$ cat src/rtl/stb_pkg.sv
package stb_pkg;

  localparam int NUM_TIMERS_DEF  = 16;
  localparam int COUNT_WIDTH_DEF = 32;
  localparam int RESULT_LIMIT    = 16;
  localparam int IDX_W           = 4;
  localparam int TIMEOUT_W       = 32;
  localparam int RES_CNT_W       = $clog2(RESULT_LIMIT + 1);

  typedef enum logic [2:0] {
    OP_TICK   = 3'd0,
    OP_CREATE = 3'd1,
    OP_DELETE = 3'd2,
    OP_RESET  = 3'd3,
    OP_START  = 3'd4,
    OP_STOP   = 3'd5
  } stb_op_t;

  typedef enum logic [1:0] {
    ST_IDLE,
    ST_RELOAD,
    ST_SCAN,
    ST_DRAIN
  } stb_state_t;

  // scan side to result queue
  typedef struct packed {
    logic             start;
    logic             push;
    logic [IDX_W-1:0] idx;
    logic             flush;
  } stb_rq_req_t;

  // result queue back to scan side
  typedef struct packed {
    logic stall;
    logic drained;
  } stb_rq_st_t;

endpackage

$ cat src/rtl/stb_if.sv
interface stb_in_if import stb_pkg::*; ();
  logic                 valid;
  logic                 ready;
  logic [2:0]           opcode;
  logic [IDX_W-1:0]     timer_index;
  logic                 periodic;
  logic [TIMEOUT_W-1:0] timeout_ticks;

  modport source (output valid, opcode, timer_index, periodic, timeout_ticks, input ready);
  modport sink   (input valid, opcode, timer_index, periodic, timeout_ticks, output ready);
endinterface

interface stb_out_if import stb_pkg::*; ();
  logic             valid;
  logic             ready;
  logic [IDX_W-1:0] expired_index;
  logic             last_expiry;

  modport source (output valid, expired_index, last_expiry, input ready);
  modport sink   (input valid, expired_index, last_expiry, output ready);
endinterface

$ cat src/rtl/stb_slot_mem.sv
module stb_slot_mem #(
  parameter int DEPTH = 16,
  parameter int WIDTH = 64,
  parameter int AW    = 4
) (
  input  logic             clk,
  input  logic             rd_en,
  input  logic [AW-1:0]    rd_addr,
  output logic [WIDTH-1:0] rd_data,
  input  logic             wr_en,
  input  logic [AW-1:0]    wr_addr,
  input  logic [WIDTH-1:0] wr_data
);

  logic [WIDTH-1:0] mem [DEPTH];
  logic [WIDTH-1:0] rd_data_r;

  always_ff @(posedge clk) begin
    if (wr_en) begin
      mem[wr_addr] <= wr_data;
    end
    if (rd_en) begin
      rd_data_r <= mem[rd_addr];
    end
  end

  assign rd_data = rd_data_r;

endmodule

$ cat src/rtl/stb_result_q.sv
module stb_result_q import stb_pkg::*; (
  input  logic        clk,
  input  logic        rst_n,
  input  stb_rq_req_t req,
  output stb_rq_st_t  st,
  stb_out_if.source   out_if
);

  logic [RES_CNT_W-1:0] cnt_r;
  logic                 pend_v_r;
  logic [IDX_W-1:0]     pend_idx_r;
  logic                 out_valid_r;
  logic [IDX_W-1:0]     out_idx_r;
  logic                 out_last_r;
  logic                 out_free;
  logic                 take;
  logic                 flush_mv;
  logic                 load_out;

  assign out_free = !out_valid_r || out_if.ready;
  // requests beyond the per-tick limit are dropped
  assign take     = req.push && (cnt_r < RES_CNT_W'(RESULT_LIMIT));
  assign flush_mv = req.flush && pend_v_r && out_free;
  assign load_out = (take && pend_v_r && out_free) || flush_mv;

  assign st.stall   = take && pend_v_r && !out_free;
  assign st.drained = !pend_v_r || out_free;

  always_ff @(posedge clk) begin
    if (!rst_n) begin
      cnt_r       <= '0;
      pend_v_r    <= 1'b0;
      out_valid_r <= 1'b0;
    end else begin
      if (req.start) begin
        cnt_r <= '0;
      end else if (take && !st.stall) begin
        cnt_r <= cnt_r + 1'b1;
      end
      if (take && !st.stall) begin
        pend_v_r <= 1'b1;
      end else if (flush_mv) begin
        pend_v_r <= 1'b0;
      end
      if (load_out) begin
        out_valid_r <= 1'b1;
      end else if (out_if.ready) begin
        out_valid_r <= 1'b0;
      end
    end
  end

  always_ff @(posedge clk) begin
    if (take && !st.stall) begin
      pend_idx_r <= req.idx;
    end
    if (load_out) begin
      out_idx_r  <= pend_idx_r;
      out_last_r <= req.flush;
    end
  end

  assign out_if.valid         = out_valid_r;
  assign out_if.expired_index = out_idx_r;
  assign out_if.last_expiry   = out_last_r;

endmodule

$ cat src/rtl/stb_ctrl.sv
module stb_ctrl import stb_pkg::*; #(
  parameter int NUM_TIMERS  = NUM_TIMERS_DEF,
  parameter int COUNT_WIDTH = COUNT_WIDTH_DEF,
  localparam int SLOT_W     = (NUM_TIMERS > 1) ? $clog2(NUM_TIMERS) : 1,
  localparam int MEM_W      = 2 * COUNT_WIDTH
) (
  input  logic              clk,
  input  logic              rst_n,
  stb_in_if.sink            in_if,
  output logic              mem_rd_en,
  output logic [SLOT_W-1:0] mem_rd_addr,
  input  logic [MEM_W-1:0]  mem_rd_data,
  output logic              mem_wr_en,
  output logic [SLOT_W-1:0] mem_wr_addr,
  output logic [MEM_W-1:0]  mem_wr_data,
  output stb_rq_req_t       rq_req,
  input  stb_rq_st_t        rq_st
);

  localparam int EXT_W = SLOT_W + IDX_W;

  stb_state_t            state_r, state_nxt;
  logic [SLOT_W-1:0]     slot_r, slot_nxt;
  logic [NUM_TIMERS-1:0] present_r, present_nxt;
  logic [NUM_TIMERS-1:0] running_r, running_nxt;
  logic [NUM_TIMERS-1:0] periodic_r, periodic_nxt;

  logic [EXT_W-1:0]       idx_ext;
  logic [EXT_W-1:0]       slot_ext;
  logic [SLOT_W-1:0]      idx_slot;
  logic                   idx_ok;
  logic [COUNT_WIDTH-1:0] tv;
  logic [COUNT_WIDTH-1:0] cur_cnt;
  logic [COUNT_WIDTH-1:0] cur_rel;
  logic [COUNT_WIDTH-1:0] dec;
  logic                   active;
  logic                   hit;
  logic                   last_slot;

  assign idx_ext   = EXT_W'(in_if.timer_index);
  assign idx_slot  = idx_ext[SLOT_W-1:0];
  assign idx_ok    = (32'(in_if.timer_index) < 32'(NUM_TIMERS));
  assign tv        = COUNT_WIDTH'(in_if.timeout_ticks);
  assign cur_cnt   = mem_rd_data[COUNT_WIDTH-1:0];
  assign cur_rel   = mem_rd_data[MEM_W-1:COUNT_WIDTH];
  // zero wraps to all ones, so it only expires after a full period
  assign dec       = cur_cnt - COUNT_WIDTH'(1);
  assign active    = present_r[slot_r] && running_r[slot_r];
  assign hit       = active && (dec == '0);
  assign last_slot = (slot_r == SLOT_W'(NUM_TIMERS - 1));
  assign slot_ext  = EXT_W'(slot_r);

  always_ff @(posedge clk) begin
    if (!rst_n) begin
      state_r    <= ST_IDLE;
      slot_r     <= '0;
      present_r  <= '0;
      running_r  <= '0;
      periodic_r <= '0;
    end else begin
      state_r    <= state_nxt;
      slot_r     <= slot_nxt;
      present_r  <= present_nxt;
      running_r  <= running_nxt;
      periodic_r <= periodic_nxt;
    end
  end

  always_comb begin
    state_nxt    = state_r;
    slot_nxt     = slot_r;
    present_nxt  = present_r;
    running_nxt  = running_r;
    periodic_nxt = periodic_r;
    in_if.ready  = 1'b0;
    mem_rd_en    = 1'b0;
    mem_rd_addr  = idx_slot;
    mem_wr_en    = 1'b0;
    mem_wr_addr  = slot_r;
    mem_wr_data  = {cur_rel, dec};
    rq_req       = '0;
    rq_req.idx   = slot_ext[IDX_W-1:0];

    case (state_r)
      ST_IDLE: begin
        in_if.ready = 1'b1;
        if (in_if.valid) begin
          case (stb_op_t'(in_if.opcode))
            OP_TICK: begin
              mem_rd_en    = 1'b1;
              mem_rd_addr  = '0;
              slot_nxt     = '0;
              rq_req.start = 1'b1;
              state_nxt    = ST_SCAN;
            end
            OP_CREATE: begin
              if (idx_ok) begin
                mem_wr_en              = 1'b1;
                mem_wr_addr            = idx_slot;
                mem_wr_data            = {tv, tv};
                present_nxt[idx_slot]  = 1'b1;
                running_nxt[idx_slot]  = 1'b1;
                periodic_nxt[idx_slot] = in_if.periodic;
              end
            end
            OP_DELETE: begin
              if (idx_ok) begin
                present_nxt[idx_slot]  = 1'b0;
                running_nxt[idx_slot]  = 1'b0;
                periodic_nxt[idx_slot] = 1'b0;
              end
            end
            OP_RESET: begin
              if (idx_ok) begin
                mem_rd_en = 1'b1;
                slot_nxt  = idx_slot;
                state_nxt = ST_RELOAD;
              end
            end
            OP_START: begin
              if (idx_ok) begin
                running_nxt[idx_slot] = 1'b1;
              end
            end
            OP_STOP: begin
              if (idx_ok) begin
                running_nxt[idx_slot] = 1'b0;
              end
            end
            default: begin
            end
          endcase
        end
      end
      ST_RELOAD: begin
        mem_wr_en   = 1'b1;
        mem_wr_data = {cur_rel, cur_rel};
        state_nxt   = ST_IDLE;
      end
      ST_SCAN: begin
        rq_req.push = hit;
        // hold this slot and its read data while the result side is full
        if (!rq_st.stall) begin
          if (active) begin
            mem_wr_en = 1'b1;
          end
          if (hit) begin
            if (periodic_r[slot_r]) begin
              mem_wr_data = {cur_rel, cur_rel};
            end else begin
              present_nxt[slot_r]  = 1'b0;
              running_nxt[slot_r]  = 1'b0;
              periodic_nxt[slot_r] = 1'b0;
            end
          end
          if (last_slot) begin
            state_nxt = ST_DRAIN;
          end else begin
            mem_rd_en   = 1'b1;
            mem_rd_addr = slot_r + 1'b1;
            slot_nxt    = slot_r + 1'b1;
          end
        end
      end
      ST_DRAIN: begin
        rq_req.flush = 1'b1;
        if (rq_st.drained) begin
          state_nxt = ST_IDLE;
        end
      end
      default: begin
        state_nxt = ST_IDLE;
      end
    endcase
  end

endmodule

$ cat src/rtl/software_timer_bank_top.sv
// tick: one slot per cycle through the slot memory read port, the scan holding its slot
//   while a result waits on a full output register
// create, delete, start, stop: complete when accepted; reset count: read then write back
// an expiry is held until the next expiry or the end of the scan; results keep slot order
// reset: slot flags, scan state and result registers clear at once; no clearing pass,
//   count memory only matters for slots whose present bit is set
module software_timer_bank_top import stb_pkg::*; #(
  parameter int NUM_TIMERS  = NUM_TIMERS_DEF,
  parameter int COUNT_WIDTH = COUNT_WIDTH_DEF
) (
  input logic        clk,
  input logic        rst_n,
  stb_in_if.sink     in_if,
  stb_out_if.source  out_if
);

  localparam int SLOT_W = (NUM_TIMERS > 1) ? $clog2(NUM_TIMERS) : 1;
  localparam int MEM_W  = 2 * COUNT_WIDTH;

  logic              mem_rd_en;
  logic [SLOT_W-1:0] mem_rd_addr;
  logic [MEM_W-1:0]  mem_rd_data;
  logic              mem_wr_en;
  logic [SLOT_W-1:0] mem_wr_addr;
  logic [MEM_W-1:0]  mem_wr_data;
  stb_rq_req_t       rq_req;
  stb_rq_st_t        rq_st;

  stb_ctrl #(
    .NUM_TIMERS  (NUM_TIMERS),
    .COUNT_WIDTH (COUNT_WIDTH)
  ) u_ctrl (
    .clk         (clk),
    .rst_n       (rst_n),
    .in_if       (in_if),
    .mem_rd_en   (mem_rd_en),
    .mem_rd_addr (mem_rd_addr),
    .mem_rd_data (mem_rd_data),
    .mem_wr_en   (mem_wr_en),
    .mem_wr_addr (mem_wr_addr),
    .mem_wr_data (mem_wr_data),
    .rq_req      (rq_req),
    .rq_st       (rq_st)
  );

  stb_slot_mem #(
    .DEPTH (NUM_TIMERS),
    .WIDTH (MEM_W),
    .AW    (SLOT_W)
  ) u_mem (
    .clk     (clk),
    .rd_en   (mem_rd_en),
    .rd_addr (mem_rd_addr),
    .rd_data (mem_rd_data),
    .wr_en   (mem_wr_en),
    .wr_addr (mem_wr_addr),
    .wr_data (mem_wr_data)
  );

  stb_result_q u_rq (
    .clk    (clk),
    .rst_n  (rst_n),
    .req    (rq_req),
    .st     (rq_st),
    .out_if (out_if)
  );

  // write-back never lands on the slot being read in the same cycle
  a_no_rw_same_slot: assert property (@(posedge clk) disable iff (!rst_n)
    (mem_wr_en && mem_rd_en) |-> (mem_wr_addr != mem_rd_addr))
    else $error("slot memory read and write hit the same entry");

  // results are only produced while a tick scans, never while requests are taken
  a_no_push_when_ready: assert property (@(posedge clk) disable iff (!rst_n)
    in_if.ready |-> (!rq_req.push && !rq_req.flush))
    else $error("result request while accepting input");

  // a push and the end-of-tick flush never overlap
  a_push_flush_excl: assert property (@(posedge clk) disable iff (!rst_n)
    !(rq_req.push && rq_req.flush))
    else $error("push and flush in the same cycle");

endmodule

$ cat src/flat_wrapper.sv
// flat-port wrapper written by rule: the top's interface ports become plain ports
module software_timer_bank_top_flat import stb_pkg::*;
#(
  parameter int NUM_TIMERS  = NUM_TIMERS_DEF,
  parameter int COUNT_WIDTH = COUNT_WIDTH_DEF
)
  (clk, rst_n, in_if_valid, in_if_opcode, in_if_timer_index, in_if_periodic, in_if_timeout_ticks, in_if_ready, out_if_valid, out_if_expired_index, out_if_last_expiry, out_if_ready);
  stb_in_if in_if_i ();
  stb_out_if out_if_i ();
  input logic clk;
  input logic rst_n;
  input wire logic [$bits(in_if_i.valid)-1:0] in_if_valid;
  input wire logic [$bits(in_if_i.opcode)-1:0] in_if_opcode;
  input wire logic [$bits(in_if_i.timer_index)-1:0] in_if_timer_index;
  input wire logic [$bits(in_if_i.periodic)-1:0] in_if_periodic;
  input wire logic [$bits(in_if_i.timeout_ticks)-1:0] in_if_timeout_ticks;
  output wire logic [$bits(in_if_i.ready)-1:0] in_if_ready;
  output wire logic [$bits(out_if_i.valid)-1:0] out_if_valid;
  output wire logic [$bits(out_if_i.expired_index)-1:0] out_if_expired_index;
  output wire logic [$bits(out_if_i.last_expiry)-1:0] out_if_last_expiry;
  input wire logic [$bits(out_if_i.ready)-1:0] out_if_ready;
  assign in_if_i.valid = in_if_valid;
  assign in_if_i.opcode = in_if_opcode;
  assign in_if_i.timer_index = in_if_timer_index;
  assign in_if_i.periodic = in_if_periodic;
  assign in_if_i.timeout_ticks = in_if_timeout_ticks;
  assign in_if_ready = in_if_i.ready;
  assign out_if_valid = out_if_i.valid;
  assign out_if_expired_index = out_if_i.expired_index;
  assign out_if_last_expiry = out_if_i.last_expiry;
  assign out_if_i.ready = out_if_ready;
  software_timer_bank_top #(.NUM_TIMERS(NUM_TIMERS), .COUNT_WIDTH(COUNT_WIDTH)) u_core (.clk(clk), .rst_n(rst_n), .in_if(in_if_i), .out_if(out_if_i));
endmodule
$ cat config.mk
export PLATFORM = sky130hd
export DESIGN_NAME = software_timer_bank_top_flat
export DESIGN_NICKNAME = d
export VERILOG_FILES = /design/src/rtl/stb_pkg.sv /design/src/rtl/stb_if.sv /design/src/rtl/stb_slot_mem.sv /design/src/rtl/stb_result_q.sv /design/src/rtl/stb_ctrl.sv /design/src/rtl/software_timer_bank_top.sv /design/src/flat_wrapper.sv
export SDC_FILE = /design/constraint.sdc
export NUM_CORES = 2
export LEC_CHECK = 0
export BUFFER_PORTS_ARGS = -buffer_cell sky130_fd_sc_hd__buf_2
export CORE_ASPECT_RATIO = 1.75
export CORE_MARGIN = 4
export CORE_UTILIZATION = 55
export CTS_BUF_LIST = sky130_fd_sc_hd__clkbuf_8
export DETAILED_ROUTE_END_ITERATION = 10
export PLACE_DENSITY = 0.71
export SYNTH_ARGS = -nofsm -noshare
export SYNTH_HDL_FRONTEND = slang
export SYNTH_HIERARCHICAL = 1
export SYNTH_SLANG_ARGS = --single-unit
$ cat constraint.sdc
create_clock -name clk -period 9.6 [get_ports clk]
set_input_delay 0.48 -clock clk [delete_from_list [all_inputs] [get_ports clk]]
set_output_delay 0.48 -clock clk [all_outputs]
set_load 0.02 [all_outputs]
==> qor.yml <==
grt_pass1_vias: 27600
post-place-cells: 3704
grt_overflow: 0
cts_tree: "built"
hp-class: "in2reg"
p_switching_mw: 2.35
ys_ff_latch: 1158
vdd.ir_drop.worst_mv: 0.135
pin_count: 51
area_growth_pct: 9.47
p_leak_nw: 16.3
place.gp.congestion: 0.945
syn_nets: 2719
coreArea_um2: 84500
htreeDepth: 4
pre_cts_ws_ns: 2.33
synth_edf_count: 1097
power_frac_clock: 0.341
drt_iter0_drc: 3246
wirelength_um: 123000
final_common_cell: "edfxtp_1"
tightest_slew_ns: 1.32
die-area_um2: 90300
netlist_top_cells_area: "edfxtp_1 70%, mux4_2 12%, dfxtp_1 2.6%"
route.detailed.drc: 0
internal_power_mw: 7.61
use_met1: 0.341
setup_viol_count_final: 0
grt_usage: 0.274
setup_ws_ns: 2.14
syn-mean-instance-area_um2: 17.6
hold_viol_final: 0
final_cell_mix: "1097 x edfxtp_1, 260 x nand2_1, 260 x mux4_2, 164 x clkbuf_8, 137 x a22oi_1"
die_x_um: 229
grt_pass1_wl_um: 181000
dp_hpwl_um: 69600
top_usage_layer: "met2"
p_sw_frac: 0.236
detail-route-antenna-nets: 0
slew_viol_final: 0
cts_root_buffer: "clkbuf_8"
post_cts_buffers: 0
postLayoutCellArea_um2: 51400
netlist-cell-type-count: 73
numCtsBuffers: 155
crit_path_max_fanout: 114
synth_warnings: 6
rsz0062_at_grt: "no"
portBuffers: 50
path_clk_slew_ns: 0.06
min_period_over_period: 0.777
clk_path_buf_depth: 3
fillers: 6013
rows: 141
cts.sinks: 1158
criticalPathCategory: "reg2reg"
async_flop_share: 0
insertion_delay_ns: 0.84
wl_per_cell_um: 30.9
total_power_mw: 9.96
period_needed_ns: 7.46
slew_headroom: 0.118
grt_max_degree: 115
cpPeakStageDelay_ns: 1.07
synth_seq_area_share: 0.727
outcome: "finished, final reports clean"
critPathRequiredTime_ns: 10.12
worst_path_max_delay_cell: "nor3_1"
synth.largest_area_cell: "edfxtp_1"
start_kind: "register"
p_per_area_nw_per_um2: 194
dpl_cell_area_um2: 48600
vias: 26900
die_y_um: 395
use_met2: 0.468
antenna_found_initial: 5
fin_nets: 2842
drive_above_1_share: 0.214
path_cells: "nor3_1 -> nand4_2 -> nor4_1 -> xnor2_1 -> nor4bb_1 -> nand4bb_1 -> nor4_1 -> nand2b_1 -> nor2_1 -> nor2_1 -> a21oi_1 -> nand2_1 -> nand2_4 -> buf_12 -> mux4_2 -> a22oi_1 -> nand2_1"
max_freq_ghz: 0.134
first_pass_iters: 5
finalNonFillerCells: 3984
start_util: 0.556
syn_inst: 2668
skew_ns: 0.0309
met3_usage: 0.0545
maxCapViolations: 0
via_per_inst: 6.76
ys.flop_type: "edfxtp_1"
fin_tns_setup_ns: 0
seqPwrFrac: 0.576
end_kind: "register"
yosysTopAreaCellShare: 0.701
synthesis.area_um2: 47000
comb_power_share: 0.083
arrival_ns: 7.98
cts-resized-gates: 0
## synthesized netlist by cell type, types with 11 or more instances
cell type,number
buf_1,26
inv_1,27
nand3b_1,11
a211oi_1,19
nand4_1,16
dfxtp_1,61
nor2b_1,14
buf_2,16
a21boi_0,11
a21oi_1,74
a22oi_1,137
nor2_1,142
nand2_1,263
a31oi_1,32
o21a_1,16
xnor2_1,18
edfxtp_1,1097
buf_6,18
a311oi_1,24
o21ai_0,59
clkbuf_1,91
nand3_1,32
mux4_2,260
nor4_1,15
nor3_1,23
## power groups by stage
stage | Combinational (mW) | Clock [mW] | Sequential (mW)
3_3_place_gp | 0.799 | 0 | 5.84
4_1_cts | 0.824 | 3.47 | 5.73
3_5_place_dp | 0.823 | 0 | 5.84
5_1_grt | 0.886 | 3.71 | 5.73
6_report | 0.829 | 3.40 | 5.73
2_1_floorplan | 0.559 | 0 | 5.82
## critical path: cells and delay by family (launching register included)
family          cells  cell delay, ns
mux                 1            0.43
simple gates       12            4.71
compound gates      2            0.54
buf+inv             1            0.57
xor+xnor            1            0.28
flops               1            0.47
## routing by layer
metal	part of all wire	wire length, um
met1	0.35	43300
met2	0.52	63600
met3	0.083	10200
met4	0.049	6080
met5	0.000097	12
## sequential cells by signal, summed over array words and instances, names as in the netlist, 2 cells and up, named ones only
signal and cells:
u_core/u_ctrl/periodic_r 16, u_core/u_mem/mem 1024, u_core/u_rq/out_if.expired_index 4, u_core/u_mem/rd_data 64
u_core/u_rq/pend_idx_r 4, u_core/u_ctrl/slot_r 4, u_core/u_rq/cnt_r 5, u_core/u_ctrl/state_r 2
## stage by stage
| step | util | hold WS (ns) |
|---|---|---|
| finish | 0.609 | 0.0927 |
| floorplan | - | 0.400 |
| detailed placement | 0.575 | 0.409 |
| CTS | 0.608 | 0.0255 |
| global route | 0.608 | 0.0592 |
| global placement | 0.575 | 0.404 |
## final timing paths
check | start | endpoint | slack [ns] | cells after the start
setup / recovery | u_core/u_mem/rd_data[4]$_DFFE_PP_ | u_core/u_mem/rd_data[7]$_DFFE_PP_ | 2.14 | 17
hold / removal | in_if_periodic | u_core/u_ctrl/periodic_r[8]$_SDFFE_PN0P_ | 0.09 | 3
setup reg to reg | u_core/u_mem/rd_data[4]$_DFFE_PP_ | u_core/u_mem/rd_data[7]$_DFFE_PP_ | 2.14 | 17
hold reg to reg | u_core/u_rq/pend_idx_r[3]$_DFFE_PP_ | u_core/u_rq/out_if.expired_index[3]$_DFFE_PP_ | 0.42 | 0
## layout make-up
type / count / area [um^2] / share of cell area
well taps: 1072 / 1340 / 0.0261
clock buffers: 164 / 2260 / 0.0439
flip-flops and latches: 1158 / 34200 / 0.664
clock inverters: 110 / 531 / 0.0103
repair buffers: 125 / 913 / 0.0178
diodes: 4 / 10.0 / 0.000195
multi-input cells: 1323 / 12100 / 0.235
inverters: 28 / 105 / 0.00204
## logic make-up (layout without fill, tap and decap cells)
group                    count (synthesis)  count (layout)  synth area share
multiplexers                           262             262             0.125
other                                    0               4                 0
buffers and inverters                  187             427            0.0189
AND/OR/NAND/NOR                        582             582            0.0570
adder cells (fa/ha/maj)                  7               7           0.00186
flip-flops                            1158            1158             0.727
XOR/XNOR                                28              28           0.00522
AO/OA/AOI/OAI                          444             444            0.0647
## repair_timing
| action | CTS | global route |
|---|---|---|
| endpoints found under the setup margin | 0 | 0 |
| hold buffers | 1 | 0 |
| hold endpoints to repair | 1 | 0 |
No activity file was read; power rests on OpenSTA's default activity.
